==> config.mk <==
export PLATFORM = sky130hd
export DESIGN_NAME = trs_front
export DESIGN_NICKNAME = d
export VERILOG_FILES = /design/src/trs_pkg.sv /design/src/trs_front.sv
export SDC_FILE = /design/constraint.sdc
export NUM_CORES = 1
export LEC_CHECK = 0
export CAP_MARGIN = 20
export CORE_MARGIN = 3
export CORE_UTILIZATION = 38
export CTS_CLUSTER_DIAMETER = 60
export CTS_CLUSTER_SIZE = 14
export DETAILED_ROUTE_END_ITERATION = 8
export DONT_BUFFER_PORTS = 1
export GPL_TIMING_DRIVEN = 0
export HOLD_SLACK_MARGIN = 0.1
export PLACE_DENSITY = 0.54
export SLEW_MARGIN = 20
export SYNTH_ARGS = -nofsm -noshare
export SYNTH_HDL_FRONTEND = slang
export SYNTH_SLANG_ARGS = --single-unit
==> constraint.sdc <==
create_clock -name clock -period 2.35 [get_ports clock]
set_input_delay 0.3525 -clock clock [delete_from_list [all_inputs] [get_ports clock]]
set_output_delay 0.3525 -clock clock [all_outputs]
set_load 0.005 [all_outputs]
==> src/trs_pkg.sv <==
`timescale 1ns / 1ps

package trs_pkg;

   // Field widths fixed by the interface
   localparam int ID_W    = 8;
   localparam int SCORE_W = 32;
   localparam int GROUP_W = 5;

   // Default capacity of the candidate store
   localparam int MAX_CANDIDATES_DEFAULT = 32;

   // Depth of the queue between the front and the back
   localparam int QUEUE_DEPTH = 2;

   // Class of an accepted item
   typedef enum logic {
      KIND_ENTRY,
      KIND_CLOSE
   } trs_kind_type;

   // One classified item as it travels through the queue
   typedef struct packed {
      logic [ID_W-1:0]           id;
      logic signed [SCORE_W-1:0] score;
      trs_kind_type              kind;
   } trs_item_type;

   // True when entry a must be emitted before entry b
   function automatic logic goes_before(input logic signed [SCORE_W-1:0] sa,
                                        input logic [ID_W-1:0]           ia,
                                        input logic signed [SCORE_W-1:0] sb,
                                        input logic [ID_W-1:0]           ib,
                                        input logic                      desc);
      logic result;
      if (sa != sb) begin
         result = desc ? (sa > sb) : (sa < sb);
      end else begin
         result = (ia < ib);
      end
      return result;
   endfunction

endpackage

==> src/trs_front.sv <==
`timescale 1ns / 1ps

module trs_front (
   input  logic                               clock,
   input  logic                               reset,
   input  logic                               req_valid,
   output logic                               req_stall,
   input  logic [trs_pkg::ID_W-1:0]           req_candidate_id,
   input  logic signed [trs_pkg::SCORE_W-1:0] req_score,
   input  logic                               req_last_item,
   input  logic                               queue_full,
   output logic                               push_valid,
   output trs_pkg::trs_item_type              push_item
);

   logic                  hold_valid_ff;
   logic                  hold_valid_in;
   trs_pkg::trs_item_type hold_item_ff;
   trs_pkg::trs_item_type hold_item_in;
   logic                  accept;
   logic                  push;

   // Stall only while the held item cannot move into the queue
   assign req_stall = hold_valid_ff & queue_full;
   assign accept    = req_valid & ~req_stall;
   assign push      = hold_valid_ff & ~queue_full;

   // Classify the incoming transfer and hold it until the queue takes it
   always_comb begin
      hold_item_in  = hold_item_ff;
      hold_valid_in = hold_valid_ff & ~push;
      if (accept) begin
         hold_valid_in      = 1'b1;
         hold_item_in.id    = req_candidate_id;
         hold_item_in.score = req_score;
         hold_item_in.kind  = req_last_item ? trs_pkg::KIND_CLOSE : trs_pkg::KIND_ENTRY;
      end
   end

   always_ff @(posedge clock) begin
      if (reset) begin
         hold_valid_ff <= 1'b0;
      end else begin
         hold_valid_ff <= hold_valid_in;
      end
      hold_item_ff <= hold_item_in;
   end

   assign push_valid = push;
   assign push_item  = hold_item_ff;

endmodule

==> summary.md <==
| Metric | Value |
|---|---|
| Crit Path Class | `flop to flop` |
| Drt drc | `0` |
| Synth warn | `0` |
| DIE WIDTH | `64.2 um` |
| CTS tree | `built` |
| Register area | `0.00125 mm2` |
| Setup TNS | `0 ps` |
| Via count | `639` |
| Crit share post-route | `~62%` |
| Slew Viols, Final | `0` |
| Synthesis-stage register bit count | `42` |
| Area Growth Syn to Fin | `45.3%` |
| Clk buf depth | `2` |
| PD cells | `753 mW/mm2` |
| Initial antenna violation count | `0` |
| Setup ws final | `883 ps` |
| Mapped Area | `about 0.0013 mm2` |
| Placed cells | `92` |
| Combinational Power Share | `6.1%` |
| Hold endpoint | `hold_valid_ff` |
| Switch share | `approximately 18%` |
| Seq/Total Area, Yosys | `97.3%` |
| Filler cell count | `roughly 240` |
| DRT antenna net count | `0` |
| F_max | `0.682 GHz` |
| Global-route wire length before repair | `3460 um` |
| CORE AREA | `about 0.0032 mm2` |
| Largest net degree at the start of global routing | `25` |
| Fin nets | `142` |
| Routability congestion estimate | `0.546` |
| Arrival time at the worst endpoint | `1510 ps` |
| Worst hold path startpoint | `req_valid` |
| Number of global-route vias before repair | `690` |
| Residual overflow from global routing | `0` |
| Clock Sinks | `42` |
| Worst R2R Path Depth | `3` |
| GRT Util Overall | `around an eighth` |
| Multi-input gate area | `40.0 um2` |
| DR vias/cell | `4.50` |
| R2r endpoint | `push_item[14]` |
| Row count | `20` |
| Cells after Synth | `between 40 and 50` |
| Worst R2R Start | `hold_valid_ff` |
| Iter 0 DRT Violations | `19` |
| Worst-Margin Slew | `~530 ps` |
| Clk network pwr share | `30.3%` |
| Total chip power | `1.41 mW` |
| Wire per inst | `16.1 um` |
| Share of cells above drive strength 1 | `10.2%` |
| Critical Path Fanout Max | `24` |
| Clock transition at the registers of the reported paths | `100 ps` |
| Finish-stage setup viols | `0` |
| Relative slew margins | `64.4%` |
| Cts repair resizes | `0` |
| # IOs | `88` |
| IO Port Bufs | `0` |
| Worst-Skew Late Latency | `340 ps` |
| RSZ-0062 raised after global routing | `no` |
| Mapped Nets | `92` |
| R2R setup slack | `between 800 and 900 ps` |
| Switch Pwr | `0.251 mW` |
| Sequential power share | `63.7%` |
| Cts hold-fix bufs | `42` |
| Non-filler cells, final | `142` |
| WP data required | `about 2400 ps` |
| Leakage Power | `0.654 nW` |
| Drt first pass iters | `3` |
| Pre-CTS WS | `831 ps` |
| Starting density of the core | `40.8%` |
| Die Footprint | `0.00412 mm2` |
| N_diodes | `0` |
| Most frequent cells in the layout | `42 x dlygate4sd3_1, 41 x edfxtp_1, 5 x clkbuf_4` |
| Post-Route WL | `between 2000 and 2500 um` |
| Yosys cell types | `7` |
| Final worst clock skew | `9.66 ps` |
| Startpoint Class | `flop` |
| Status | `finished, final reports clean` |
| Post-synthesis average cell area | `27.4 um2` |
| Worst setup EP type | `flop` |
| Cell count of the worst hold path | `2` |
| Tmin final | `1470 ps` |
| Int Pwr | `1.16 mW` |
| CTS Root Cell | `clkbuf_4` |
| Endpoints failing hold | `0` |
| H-tree lvl count | `2` |
| Max-Cap Viols | `0` |
| Setup bufs post-CTS | `0` |
| Peak supply drop | `0.396 mV` |
| HP Class | `input pin to flop` |
| Commonest non-fill, non-tap cell in the layout | `dlygate4sd3_1` |
| TritonCTS buffer count | `5` |
| Die H | `64.2 um` |
## cells in the mapped netlist, drive strengths merged
cell | instances | share of area (%)
nor2b | 1 | 0.68
and2 | 1 | 0.68
a21oi | 1 | 0.39
edfxtp | 41 | 96
and2b | 1 | 0.68
dfxtp | 1 | 1.6
nor2 | 1 | 0.29
## cell families (layout without fill, tap and decap cells)
| kind of cell | count (synthesis) | in the layout | share of synthesized area, % |
|---|---|---|---|
| simple gates | 4 | 4 | 2.33 |
| buf+inv | 0 | 51 | 0 |
| compound gates | 1 | 1 | 0.389 |
| flops | 42 | 42 | 97.3 |
## metal layers
| layer | global-route usage (%) | up-vias | wire, um |
|---|---|---|---|
| li1 | - | 285 | - |
| met1 | 11.1 | 287 | 769 |
| met2 | 19.2 | 62 | 1130 |
| met3 | 9.31 | 5 | 355 |
| met4 | 3.96 | 0 | 30 |
| met5 | 0 | - | 0 |
## critical path: stages, from the launching register on
cell and delay, ps:
dfxtp_1 340, and2_4 150, nor2b_4 440, buf_16 230
## how the worst max path moves through the flow
stage                              from             to  slack [ps]  cells past startpoint
final                     hold_valid_ff  push_item[14]         880                      3
after global routing      hold_valid_ff  push_item[14]         780                      3
after CTS                 hold_valid_ff  push_item[23]         870                      3
after detailed placement     queue_full  push_item[27]         830                      3
after global placement       queue_full  push_item[27]          60                      2
after floorplan              queue_full   push_item[0]         350                      2
## power groups by stage
stage / clock, mW / combinational, mW / sequential, mW
detailed placement: 0 / 0.0301 / 0.914
finish: 0.426 / 0.0855 / 0.896
floorplan: 0 / 0.0169 / 0.908
CTS: 0.445 / 0.0855 / 0.897
global route: 0.497 / 0.0927 / 0.900
global placement: 0 / 0.0206 / 0.916
## final cells by class
type	count	area share (%)
Multi-Input combinational cell	5	2.14
Sequential cell	42	66.9
Clock buffer	7	2.41
Timing Repair Buffer	43	24.0
Tap cell	44	2.95
Clock inverter	1	1.61
## state kept, by name, summed over array words and instances (netlist names)
register and count:
hold_valid_ff 1, push_item 41
## stage by stage
stage                     hold slack (ps)  util (%)  cell area, um2
after floorplan                       425         -            1290
after global placement                427      42.5            1340
after detailed placement              433      43.6            1370
after CTS                             125      59.3            1870
after global routing                  128      59.3            1870
final                                 147      59.3            1870
(Power assumes the default switching activity.)
