<file path="src/trs_pkg.sv">
`timescale 1ns / 1ps

package trs_pkg;

   // Field widths fixed by the interface
   localparam int ID_W    = 8;
   localparam int SCORE_W = 32;
   localparam int GROUP_W = 5;

   // Default capacity of the candidate store
   localparam int MAX_CANDIDATES_DEFAULT = 32;

   // Depth of the queue between the front and the back
   localparam int QUEUE_DEPTH = 2;

   // Class of an accepted item
   typedef enum logic {
      KIND_ENTRY,
      KIND_CLOSE
   } trs_kind_type;

   // One classified item as it travels through the queue
   typedef struct packed {
      logic [ID_W-1:0]           id;
      logic signed [SCORE_W-1:0] score;
      trs_kind_type              kind;
   } trs_item_type;

   // True when entry a must be emitted before entry b
   function automatic logic goes_before(input logic signed [SCORE_W-1:0] sa,
                                        input logic [ID_W-1:0]           ia,
                                        input logic signed [SCORE_W-1:0] sb,
                                        input logic [ID_W-1:0]           ib,
                                        input logic                      desc);
      logic result;
      if (sa != sb) begin
         result = desc ? (sa > sb) : (sa < sb);
      end else begin
         result = (ia < ib);
      end
      return result;
   endfunction

endpackage

</file>
<file path="src/trs_queue.sv">
`timescale 1ns / 1ps

module trs_queue #(
   parameter int DEPTH = trs_pkg::QUEUE_DEPTH
) (
   input  logic                  clock,
   input  logic                  reset,
   input  logic                  push,
   input  trs_pkg::trs_item_type push_item,
   input  logic                  pop,
   output trs_pkg::trs_item_type pop_item,
   output logic                  full,
   output logic                  nonempty
);

   localparam int PTR_W = $clog2(DEPTH);
   localparam int CNT_W = $clog2(DEPTH + 1);

   trs_pkg::trs_item_type entry_ff [DEPTH];
   logic [PTR_W-1:0]      wr_ptr_ff;
   logic [PTR_W-1:0]      wr_ptr_in;
   logic [PTR_W-1:0]      rd_ptr_ff;
   logic [PTR_W-1:0]      rd_ptr_in;
   logic [CNT_W-1:0]      count_ff;
   logic [CNT_W-1:0]      count_in;

   assign full     = (count_ff == CNT_W'(DEPTH));
   assign nonempty = (count_ff != '0);
   assign pop_item = entry_ff[rd_ptr_ff];

   // Advance pointers with wrap at the queue depth
   always_comb begin
      wr_ptr_in = wr_ptr_ff;
      rd_ptr_in = rd_ptr_ff;
      count_in  = count_ff;
      if (push) begin
         wr_ptr_in = (wr_ptr_ff == PTR_W'(DEPTH - 1)) ? '0 : wr_ptr_ff + 1'b1;
      end
      if (pop) begin
         rd_ptr_in = (rd_ptr_ff == PTR_W'(DEPTH - 1)) ? '0 : rd_ptr_ff + 1'b1;
      end
      if (push && !pop) begin
         count_in = count_ff + 1'b1;
      end else if (pop && !push) begin
         count_in = count_ff - 1'b1;
      end
   end

   always_ff @(posedge clock) begin
      if (reset) begin
         wr_ptr_ff <= '0;
         rd_ptr_ff <= '0;
         count_ff  <= '0;
      end else begin
         wr_ptr_ff <= wr_ptr_in;
         rd_ptr_ff <= rd_ptr_in;
         count_ff  <= count_in;
      end
      if (push) begin
         entry_ff[wr_ptr_ff] <= push_item;
      end
   end

endmodule

</file>
<file path="config.mk">
export PLATFORM = sky130hd
export DESIGN_NAME = trs_queue
export DESIGN_NICKNAME = d
export VERILOG_FILES = /design/src/trs_pkg.sv /design/src/trs_queue.sv
export SDC_FILE = /design/constraint.sdc
export NUM_CORES = 1
export LEC_CHECK = 0
export ABC_AREA = 0
export BUFFER_PORTS_ARGS = -buffer_cell sky130_fd_sc_hd__buf_2
export CELL_PAD_IN_SITES_DETAIL_PLACEMENT = 0
export CELL_PAD_IN_SITES_GLOBAL_PLACEMENT = 2
export CORE_MARGIN = 5
export CORE_UTILIZATION = 35
export CTS_CLUSTER_SIZE = 8
export DETAILED_ROUTE_END_ITERATION = 10
export GPL_ROUTABILITY_DRIVEN = 1
export PLACE_DENSITY_LB_ADDON = 0.1
export SLEW_MARGIN = 20
export SYNTH_ARGS = -nofsm -noshare
export SYNTH_HDL_FRONTEND = slang
export SYNTH_SLANG_ARGS = --single-unit
</file>
<file path="constraint.sdc">
create_clock -name clock -period 3.2 [get_ports clock]
set_clock_uncertainty 0.05 [all_clocks]
set_input_delay 0 -clock clock [delete_from_list [all_inputs] [get_ports clock]]
set_output_delay 0 -clock clock [all_outputs]
set_load 0.02 [all_outputs]
</file>
==> out/summary.txt <==
Status - completed
Routed wire length per instance - 14.7 um
Fmax - 493 MHz
Setup CP Type - reg -> out
Met2 routed WL - 3070 um
Cell family with most CP delay - flip-flops
Fraction of layout cells with a size suffix above 1 - 0.502
Mapped Avg Cell Area - 21.1 um^2
Routed wire length - 5920 um
Synth top area cells - edfxtp_1 (78%), mux2_2 (14%), dfxtp_1 (3.2%), mux2_1 (1.1%), buf_4 (0.95%)
Crit path max-delay cell type - dfxtp_2
CTS sink cnt - 87
Worst-Skew Late Latency - 340 ps
Worst Hold Endpoint - entry_ff[1][25]
Worst endpoint data arrival time - 1980 ps
CP bufs+invs - 1
Reg-to-Reg Start - wr_ptr_ff
HP Start - push_item[25]
Netlist area before placement - 3170 um^2
Net Sw Frac - 0.243
Row Count - 34
Register area share after synthesis - 0.809
DP Wirelength - 3750 um
CTS root buf - clkbuf_8
IO Port Bufs - 87
Gpl congestion - 0.629
Pwr dens - 559 nW/um^2
Drt initial violations - 51
Die area - 11100 um^2
Die span in x - 105 um
Max FO, Critical Path - 41
Clock Pin Slew Worst Setup and Hold Paths - 90 ps
Worst path max stage delay - 1020 ps
RR Endpoint - entry_ff[1][34]
Core area - 8760 um^2
Overflow after GRT - 0
Largest net degree at the start of global routing - 42
DR vias/cell - 4.40
Final hold viol count - 0
Yosys synthesis warning count - 0
Clk buf depth - 2
Via count - 1773
Worst setup EP type - output port
# Post-CTS Setup Buffers - 0
H-tree depth - 3
Layout area overhead - 38.1%
Maximum VDD drop - 0.284 mV
DRC errors left - 0
Distinct cells, synth - 18
Cell internal pwr - 1.85 mW
Reg power frac - 0.556
Final setup TNS - 0 ps
Initial DRT Pass Iterations - 4
Final setup fails - 0
Leakage - 1.67 nW
Ys async rst share - 0
Top_reg_cell synth - edfxtp_1
M1 WL - 2400 um
Fin crit period - 2030 ps
Hold path depth - 2
Vias in the first global route - 1986
Height of the chip - 105 um
Worst-Margin Slew - 1030 ps
Syn_nets - 196
Largest area contributor in the netlist - edfxtp_1
Period utilization - 0.633
Initial antenna violation count - 0
Top cell type's share of synthesized area - 0.777
Io pins - 88
FF-to-FF setup slack - 1500 ps
Post-synth EDFFs - 82
CP Launch Type - register
Num CTS Buffers - 9
Post-CTS Resized - 0
Final nets - 336
Slew Viols, Final - 0
Final Util - 0.500
Synth Instances - 150
CP Data Required Time - 3150 ps
P_sw - 0.595 mW
Clk pwr share - 0.302
Hold_buf cts - 45
First-pass GRT wire length - 9790 um
Min-Delay Path Class - in -> reg
CTS tree - done
N_diodes - 0
Initial core utilization - 0.362
Most instantiated cells after synthesis - edfxtp_1 (82), mux2_2 (38), dfxtp_1 (5)
Combinational power share - 0.142
Total GRT Usage - 0.114
Post-DRT Antenna Nets - 0
Worst hold slack - 327 ps
FF+latch count, synth - 87
Worst slew margin - 0.312
Crit-path cells - mux2_2, buf_2
RSZ-0062 raised after global routing - no
R2R depth - 1
MaxCap Viol Count - 0
Cell with the most instances after synthesis - edfxtp_1
DR top layer - met4
WL met3 - 351 um
through the flow:
| stage | instance area (um^2) | std cells | worst slack [ps] | total power [mW] |
|---|---|---|---|---|
| floorplan | 3170 | 150 | 543 | 1.58 |
| global placement | 3730 | 342 | 1470 | 1.70 |
| finish | 4380 | 403 | 1170 | 2.45 |
| global route | 4380 | 403 | 1010 | 2.56 |
| detailed placement | 3730 | 342 | 1460 | 1.70 |
| CTS | 4380 | 403 | 1080 | 2.49 |
placed cells by master (no fill, tap or decap):
cell type,n
buf_2,87
edfxtp_1,82
dlygate4sd3_1,45
mux2_2,38
clkbuf_8,9
nor2_1,4
dfxtp_1,4
mux2_1,3
clkinv_4,3
xor2_1,2
xnor2_1,2
clkinv_2,2
buf_4,2
inv_1,1
or2_2,1
and2_2,1
and2b_2,1
nor2b_4,1
o21ai_0,1
or3_1,1
a21oi_1,1
ha_1,1
dfxtp_2,1
clkinvlp_4,1
bufinv_16,1
flip-flops by register name, indices dropped and copies added (netlist names), named ones only:
name,cells
rd_ptr_ff,1
entry_ff,82
wr_ptr_ff,1
count_ff,2
cell families after synthesis:
logic type	share of synthesized area
AO/OA/AOI/OAI	0.00316
XOR/XNOR	0.0111
adder cells (fa/ha/maj)	0.00395
buffers and inverters	0.0122
flip-flops	0.809
multiplexers	0.146
AND/OR/NAND/NOR	0.0154
power groups by stage:
| stage | Sequential (mW) | Clock (mW) | Combinational (mW) |
|---|---|---|---|
| finish | 1.36 | 0.739 | 0.347 |
| global route | 1.37 | 0.817 | 0.376 |
| CTS | 1.36 | 0.773 | 0.356 |
| detailed placement | 1.39 | 0 | 0.311 |
| global placement | 1.39 | 0 | 0.312 |
| floorplan | 1.36 | 0 | 0.213 |
how the worst max path moves through the flow:
stage / from / endpoint / slack (ps) / cells after the start
after floorplan: wr_ptr_ff / entry_ff[0][0] / 540 / 1
after CTS: register / pop_item[0] / 1080 / 2
final: register / pop_item[19] / 1170 / 2
after detailed placement: wr_ptr_ff / entry_ff[1][17] / 1460 / 1
after global placement: wr_ptr_ff / entry_ff[1][17] / 1470 / 1
after global routing: register / pop_item[0] / 1010 / 2
per-layer routing:
layer / global-route usage / vias up
met5: 0 / -
met4: 0.0521 / 0
met3: 0.0370 / 10
met2: 0.196 / 55
met1: 0.127 / 851
li1: - / 857
area by class of cell:
class / count / area, um^2
Timing Repair Buffer: 134 / 901
Clock inverter: 7 / 73.8
Tap cell: 108 / 135
Clock buffer: 9 / 124
Fill cell: 761 / 4390
Multi-Input combinational cell: 57 / 577
Inverter: 1 / 3.75
Sequential cell: 87 / 2560
Power figures use the tool's default switching activity.
